--- src/design/djqs_pkg.sv ---
// Package: types, constants and helpers for the deadline job queue server.
`timescale 1ns / 1ps

package djqs_pkg;

    localparam int MAX_WAIT = 8;
    localparam int TIME_W   = 32;
    localparam int ID_W     = 16;
    localparam int CFG_W    = 4;
    localparam int CNT_W    = $clog2(MAX_WAIT + 1);
    localparam int PTR_W    = (MAX_WAIT > 1) ? $clog2(MAX_WAIT) : 1;
    localparam int SUM_W    = CNT_W + 1;

    localparam logic [CFG_W-1:0]  CAP_RESET = CFG_W'(3);
    localparam logic [TIME_W-1:0] TIME_MAX  = {TIME_W{1'b1}};

    localparam logic OP_ARRIVE  = 1'b0;
    localparam logic OP_FLUSH   = 1'b1;
    localparam logic KIND_DONE  = 1'b0;
    localparam logic KIND_ABORT = 1'b1;

    typedef enum logic
    {
        ST_IDLE,
        ST_RUN
    } state_t;

    typedef struct packed
    {
        logic              operation;
        logic [ID_W-1:0]   job_id;
        logic [TIME_W-1:0] arrival;
        logic [TIME_W-1:0] duration;
        logic [TIME_W-1:0] timeout;
    } job_t;

    typedef struct packed
    {
        logic              kind;
        logic [ID_W-1:0]   job_id_res;
        logic [TIME_W-1:0] event_time;
        logic [TIME_W-1:0] delay;
        logic              last;
    } rec_t;

    typedef struct packed
    {
        logic [ID_W-1:0]   id;
        logic [TIME_W-1:0] arrival;
        logic [TIME_W-1:0] duration;
        logic [TIME_W-1:0] deadline;
    } entry_t;

    function automatic logic [TIME_W-1:0] sat_add(input logic [TIME_W-1:0] a,
                                                   input logic [TIME_W-1:0] b);
        logic [TIME_W:0] s;
        s = {1'b0, a} + {1'b0, b};
        return s[TIME_W] ? TIME_MAX : s[TIME_W-1:0];
    endfunction

    function automatic logic [TIME_W-1:0] sat_sub(input logic [TIME_W-1:0] a,
                                                   input logic [TIME_W-1:0] b);
        return (a > b) ? (a - b) : '0;
    endfunction

endpackage

--- src/design/deadline_job_queue_server.sv ---
// Top level: single server with a bounded waiting queue and per-job deadlines.
`timescale 1ns / 1ps

// One job beat is taken while the block is idle; the block then produces its
// result records, settling queued jobs oldest first, one per cycle while
// rec_stall does not hold the output register, then the record for the
// arriving job; a flush, or an arrival that ends without a record, takes a
// closing step in ST_RUN before the block is idle again. The waiting jobs
// live in a MAX_WAIT-entry memory read at the next head pointer every cycle,
// so each settle finds the following entry already registered.
// wait_capacity is written through cfg_wr_en / cfg_wr_data and is clamped to
// MAX_WAIT; write it only while the block is idle. The queue memory needs no
// clearing after reset.
module deadline_job_queue_server
(
    input  logic                        clk,
    input  logic                        rst_n,
    input  logic                        job_valid,
    output logic                        job_stall,
    input  djqs_pkg::job_t              job,
    output logic                        rec_valid,
    input  logic                        rec_stall,
    output djqs_pkg::rec_t              rec,
    input  logic                        cfg_wr_en,
    input  logic [djqs_pkg::CFG_W-1:0]  cfg_wr_data
);

    djqs_pkg::state_t                  state_reg, state_next;
    logic [djqs_pkg::TIME_W-1:0]       free_reg, free_next;
    logic [djqs_pkg::CNT_W-1:0]        count_reg, count_next;
    logic [djqs_pkg::PTR_W-1:0]        head_reg, head_next;
    logic [djqs_pkg::CFG_W-1:0]        cap_reg;
    djqs_pkg::job_t                    item_reg, item_next;
    logic                              out_valid_reg, out_valid_next;
    djqs_pkg::rec_t                    out_reg, out_next;

    djqs_pkg::entry_t                  mem [djqs_pkg::MAX_WAIT];
    djqs_pkg::entry_t                  rd_entry_reg;
    djqs_pkg::entry_t                  wr_entry;
    logic                              mem_we;
    logic [djqs_pkg::PTR_W-1:0]        wr_ptr;
    logic [djqs_pkg::SUM_W-1:0]        tail_sum;

    logic [djqs_pkg::CNT_W-1:0]        eff_cap;
    logic                              slot_free;
    logic                              settle_go;
    logic [djqs_pkg::TIME_W-1:0]       fin_time;
    logic                              st_kind;
    logic [djqs_pkg::TIME_W-1:0]       st_time;
    logic [djqs_pkg::TIME_W-1:0]       st_delay;
    logic [djqs_pkg::TIME_W-1:0]       st_free;
    logic [djqs_pkg::CNT_W-1:0]        st_count;
    logic [djqs_pkg::PTR_W-1:0]        st_head;
    logic                              st_last;

    assign job_stall = (state_reg != djqs_pkg::ST_IDLE);
    assign rec_valid = out_valid_reg;
    assign rec       = out_reg;
    assign slot_free = !out_valid_reg || !rec_stall;

    assign eff_cap = (int'(cap_reg) > djqs_pkg::MAX_WAIT)
                   ? djqs_pkg::CNT_W'(djqs_pkg::MAX_WAIT)
                   : djqs_pkg::CNT_W'(cap_reg);

    // tail slot = (head + count) mod MAX_WAIT
    always_comb
    begin
        tail_sum = djqs_pkg::SUM_W'(head_reg) + djqs_pkg::SUM_W'(count_reg);
        if (int'(tail_sum) >= djqs_pkg::MAX_WAIT)
            tail_sum = tail_sum - djqs_pkg::SUM_W'(djqs_pkg::MAX_WAIT);
        wr_ptr = djqs_pkg::PTR_W'(tail_sum);
    end

    assign wr_entry = '{id:       item_reg.job_id,
                        arrival:  item_reg.arrival,
                        duration: item_reg.duration,
                        deadline: item_reg.timeout};

    // settle the job at the queue head against the current free time
    always_comb
    begin
        fin_time = djqs_pkg::sat_add(free_reg, rd_entry_reg.duration);
        if (rd_entry_reg.deadline <= free_reg)
        begin
            st_kind  = djqs_pkg::KIND_ABORT;
            st_time  = free_reg;
            st_delay = djqs_pkg::sat_sub(free_reg, rd_entry_reg.arrival);
            st_free  = free_reg;
        end
        else if (fin_time <= rd_entry_reg.deadline)
        begin
            st_kind  = djqs_pkg::KIND_DONE;
            st_time  = fin_time;
            st_delay = djqs_pkg::sat_sub(djqs_pkg::sat_sub(fin_time, rd_entry_reg.arrival),
                                         rd_entry_reg.duration);
            st_free  = fin_time;
        end
        else
        begin
            st_kind  = djqs_pkg::KIND_ABORT;
            st_time  = rd_entry_reg.deadline;
            st_delay = djqs_pkg::sat_sub(rd_entry_reg.deadline, rd_entry_reg.arrival);
            st_free  = rd_entry_reg.deadline;
        end
        st_count = count_reg - djqs_pkg::CNT_W'(1);
        st_head  = (int'(head_reg) == djqs_pkg::MAX_WAIT - 1)
                 ? '0 : head_reg + djqs_pkg::PTR_W'(1);
        // last record unless another settle or a record for the arrival follows
        if (item_reg.operation == djqs_pkg::OP_FLUSH)
            st_last = (st_count == '0);
        else
            st_last = (item_reg.arrival < st_free) && (st_count < eff_cap);
    end

    assign settle_go = (count_reg != '0)
                    && ((item_reg.operation == djqs_pkg::OP_FLUSH)
                        || (item_reg.arrival >= free_reg));

    always_comb
    begin
        state_next     = state_reg;
        free_next      = free_reg;
        count_next     = count_reg;
        head_next      = head_reg;
        item_next      = item_reg;
        mem_we         = 1'b0;
        out_valid_next = out_valid_reg && rec_stall;
        out_next       = out_reg;

        unique case (state_reg)
            djqs_pkg::ST_IDLE:
            begin
                if (job_valid)
                begin
                    item_next  = job;
                    state_next = djqs_pkg::ST_RUN;
                end
            end
            djqs_pkg::ST_RUN:
            begin
                if (settle_go)
                begin
                    if (slot_free)
                    begin
                        out_valid_next = 1'b1;
                        out_next       = '{kind: st_kind, job_id_res: rd_entry_reg.id,
                                           event_time: st_time, delay: st_delay,
                                           last: st_last};
                        free_next      = st_free;
                        count_next     = st_count;
                        head_next      = st_head;
                    end
                end
                else if (item_reg.operation == djqs_pkg::OP_FLUSH)
                begin
                    state_next = djqs_pkg::ST_IDLE;
                end
                else if (item_reg.arrival < free_reg)
                begin
                    if (count_reg < eff_cap)
                    begin
                        mem_we     = 1'b1;
                        count_next = count_reg + djqs_pkg::CNT_W'(1);
                        state_next = djqs_pkg::ST_IDLE;
                    end
                    else if (slot_free)
                    begin
                        out_valid_next = 1'b1;
                        out_next       = '{kind: djqs_pkg::KIND_ABORT,
                                           job_id_res: item_reg.job_id,
                                           event_time: item_reg.arrival,
                                           delay: '0, last: 1'b1};
                        state_next     = djqs_pkg::ST_IDLE;
                    end
                end
                else if (slot_free)
                begin
                    free_next      = djqs_pkg::sat_add(item_reg.arrival, item_reg.duration);
                    out_valid_next = 1'b1;
                    out_next       = '{kind: djqs_pkg::KIND_DONE,
                                       job_id_res: item_reg.job_id,
                                       event_time: free_next,
                                       delay: '0, last: 1'b1};
                    state_next     = djqs_pkg::ST_IDLE;
                end
            end
            default:
            begin
                state_next = djqs_pkg::ST_IDLE;
            end
        endcase
    end

    always_ff @(posedge clk or negedge rst_n)
    begin
        if (!rst_n)
        begin
            state_reg     <= djqs_pkg::ST_IDLE;
            free_reg      <= '0;
            count_reg     <= '0;
            head_reg      <= '0;
            cap_reg       <= djqs_pkg::CAP_RESET;
            out_valid_reg <= 1'b0;
        end
        else
        begin
            state_reg     <= state_next;
            free_reg      <= free_next;
            count_reg     <= count_next;
            head_reg      <= head_next;
            out_valid_reg <= out_valid_next;
            if (cfg_wr_en)
                cap_reg <= cfg_wr_data;
        end
    end

    always_ff @(posedge clk)
    begin
        item_reg <= item_next;
        out_reg  <= out_next;
    end

    // queue memory: read at the next head so the entry is registered for the next cycle
    always_ff @(posedge clk)
    begin
        if (mem_we)
            mem[wr_ptr] <= wr_entry;
        rd_entry_reg <= mem[head_next];
    end

endmodule

--- config.mk ---
export PLATFORM = sky130hd
export DESIGN_NAME = deadline_job_queue_server
export DESIGN_NICKNAME = d
export VERILOG_FILES = /design/src/design/djqs_pkg.sv /design/src/design/deadline_job_queue_server.sv
export SDC_FILE = /design/constraint.sdc
export NUM_CORES = 2
export LEC_CHECK = 0
export ABC_AREA = 0
export BUFFER_PORTS_ARGS = -buffer_cell sky130_fd_sc_hd__buf_2
export CAP_MARGIN = 20
export CORE_UTILIZATION = 45
export DETAILED_ROUTE_END_ITERATION = 10
export PLACE_DENSITY = 0.68
export RECOVER_POWER = 50
export SLEW_MARGIN = 20
export SYNTH_ARGS = -nofsm -noshare
export SYNTH_HDL_FRONTEND = slang
export SYNTH_SLANG_ARGS = --single-unit
--- constraint.sdc ---
create_clock -name clk -period 19.8 [get_ports clk]
set_clock_uncertainty 0.1 [all_clocks]
set_input_delay 2.97 -clock clk [delete_from_list [all_inputs] [get_ports clk]]
set_output_delay 2.97 -clock clk [all_outputs]
set_load 0.005 [all_outputs]
==> run_results.csv <==
group,metric,value,unit
final_layout,fin_area,71540,sq um
critical_path,endpoint_kind,"register",
clock_network,worstSkewPairLatency,0.81,ns
floorplanning,start_util,45.43,%
synth,netlist_area,64480,sq um
synth,synth_cells,5288,
route,drt_pre_antenna_iters,9,
worst_hold_path,hold_path_startpoint,"rd_entry_reg[105]",
final_layout,fill_cells,12270,
synth,yosys_warnings,0,
synth,synth_nets,5751,
timing,min_period_over_period,52.10,%
global_route,grt_max_degree,225,
critical_path,cp-startpoint,"item_reg[90]",
floorplanning,die_area,144800,sq um
final_layout,final_cells,7393,
synth,synth_edf_count,1091,
global_route,grt_pass1_vias,44360,
critical_path,slowest_delay,2.02,ns
route,drtIter0Drc,4455,
clock_network,cts_num_sinks,1248,
timing,worstMarginPinSlew,4.210,ns
place,dp.final_hpwl,130000,microns
clock_network,holdBufCountCts,0,
timing,tns,0,ns
flow_run,cap_viol_max_count,9,
status,outcome,"finished, violations left",
floorplanning,ios,206,
place,portBuffers,205,
route,routed_wl,196900,microns
critical_path,critPathSlowestCell,"o21a_1",
critical_path,worstPathArrival,10.82,ns
clock_network,cts-root-buf,"clkbuf_16",
timing,fin_crit,10.32,ns
global_route,grt.total_usage,26.56,%
route,num_vias,46470,
critical_path,r2r_start,"item_reg[90]",
clock_network,post_cts_resized,0,
floorplanning,die_x,380.5,microns
timing,relSlewSlack,-180.7,%
clock_network,cts.clk_slew.worst_paths,0.06,ns
worst_hold_path,hold_class,"register to register",
final_layout,final_nets,5852,
clock_network,cts_buffers,133,
synth,async_flop_share,3.606,%
synth,ys_seq_elements,1248,
clock_network,cts_max_path_buffers,3,
floorplanning,core_area,141900,sq um
clock_network,cts_setup_buffers,0,
final_layout,multiInputGateArea,26380,sq um
timing,setup_viol,0,
global_route,overflow,0,
clock_network,cts_tree,"built",
final_layout,areaGrowthSynthToFinish,10.95,%
route,drc,0,
route,drt-wirelength-per-cell,26.64,microns
timing,hold_viol,0,
final_layout,drive_above_1_share,10.38,%
route,ant_nets,0,
timing,hold_slack,0.3893,ns
final_layout,largest_reg_flops,896,
critical_path,crit_path_start_kind,"register",
final_layout,seqCellArea,36140,sq um
clock_network,htree_levels,4,
timing,rsz0062_at_grt,"false",
place,dpl-instance-area,67340,sq um
floorplanning,row_count,138,
synth,avgSynthCellArea,12.19,sq um
place,placed_cells,7144,
critical_path,required,20.30,ns
critical_path,worstSetupPathType,"register to register",
critical_path,critical_path.cell_chain,"clkbuf_1 -> ha_1 -> and4_1 -> nand3_1 -> nor3_1 -> o311a_1 -> o21a_1 -> nand3_4 -> nand2_8 -> buf_4 -> buf_4 -> mux2i_1 -> a221oi_2",
global_route,grt_pass1_wl,287300,microns
timing,drv_slew,364,
status,violations,"max-capacitance violations, max-slew violations",
critical_path,worst-path-max-fanout,77,
synth,ys_types,109,
floorplanning,dieHeight,380.5,microns
synth,synth_flop_cell,"edfxtp_1",
global_route,antenna_found_initial,14,
timing,fmax,96.93,MHz
route,vias_per_cell,6.286,
place,place.gp.congestion,0.9571,
synth,yosysSeqAreaShare,56.04,%
critical_path,crit_top_cell,"buf_4",
-- cells by family (layout without fill, tap and decap cells) --
| kind of cell | Yosys count | count (layout) | share of synthesized area (%) |
|---|---|---|---|
| xor gates and xnor gates | 156 | 156 | 2.119 |
| muxes | 245 | 245 | 3.821 |
| adders and majority gates | 341 | 341 | 6.699 |
| DFF | 1248 | 1248 | 56.04 |
| AOI/OAI and AO/OA | 1345 | 1345 | 16.03 |
| buffers and inverters | 505 | 717 | 3.225 |
| and+or+nand+nor | 1448 | 1448 | 12.07 |
| other | 0 | 3 | 0 |
-- cell usage in the layout (no fill, tap or decap), drive strengths merged, types with 152 or more instances in the layout --
| cell type | count |
|---|---|
| inv | 190 |
| a21oi | 249 |
| edfxtp | 1091 |
| nor2 | 206 |
| ha | 334 |
| nand3 | 156 |
| nand2b | 152 |
| clkbuf | 249 |
| mux2i | 236 |
| nand2 | 353 |
| buf | 228 |
| nand4 | 165 |
| o21ai | 157 |
-- critical path: cells and delay by family, from the launching register on --
family	cells	cell delay [ns]
AOI/OAI and AO/OA	3	3.12
adders and majority gates	1	0.24
buffers and inverters	3	2.52
DFF	1	0.32
muxes	1	0.23
and+or+nand+nor	5	3.38
-- synthesized netlist by cell type, types with 39 or more instances --
cell type | n | area share, %
nand2b_1 | 152 | 1.5
o32ai_1 | 114 | 1.5
xnor2_1 | 95 | 1.3
nand2_1 | 351 | 2.0
o21ai_0 | 136 | 1.1
a221oi_1 | 39 | 0.53
edfxtp_1 | 1091 | 51
dfxtp_1 | 112 | 3.5
nand4_1 | 165 | 1.6
clkbuf_1 | 215 | 1.3
inv_1 | 182 | 1.1
nor2_1 | 204 | 1.2
ha_1 | 334 | 6.5
a21o_1 | 138 | 1.6
nand4b_1 | 113 | 1.5
a21oi_1 | 247 | 1.9
mux2i_1 | 236 | 3.7
nand3_1 | 154 | 1.2
and3_1 | 128 | 1.2
buf_2 | 53 | 0.41
a22o_1 | 120 | 1.6
a221oi_2 | 87 | 2.0
xor2_1 | 61 | 0.83
nor3_1 | 52 | 0.40
a21boi_0 | 115 | 1.3
dfrtp_1 | 43 | 1.7
-- per-layer routing --
layer | track usage, % | up-vias | part of all wire [%]
li1 | - | 20790 | -
met1 | 37.81 | 23120 | 43
met2 | 41.58 | 2236 | 45
met3 | 4.063 | 326 | 8.8
met4 | 8.445 | 2 | 3.0
met5 | 0 | - | 0.0066
-- per-stage QoR --
stage / worst slack [ns] / utilization [%]
floorplan: 8.914 / -
global placement: 9.554 / 47.43
detailed placement: 10.12 / 47.45
CTS: 10.05 / 50.54
global route: 8.971 / 50.40
finish: 9.484 / 50.40
-- path summary, 6_finish.rpt --
kind                               endpoint  slack (ns)  cells past startpoint
max                        rd_entry_reg[35]        9.48                     13
min in group asynchronous       free_reg[3]        3.13                      2
max in group asynchronous       head_reg[2]       14.34                      2
min reg2reg                         rec[74]        0.39                      2
max reg2reg                rd_entry_reg[35]        9.48                     13
min                                 rec[74]        0.39                      2
-- layout make-up --
cell class	instances	share of cell area, %
Clock inverter	58	1.004
Tap cell	1890	3.306
Inverter	182	0.9549
Multi-Input combinational cell	3535	36.87
Timing Repair Buffer	289	2.202
Sequential cell	1248	50.51
Antenna cell	3	0.01049
Clock buffer	188	5.139
Power is not shown: default switching activity piles up to over one toggle a cycle in this logic, so the estimate is an artifact.
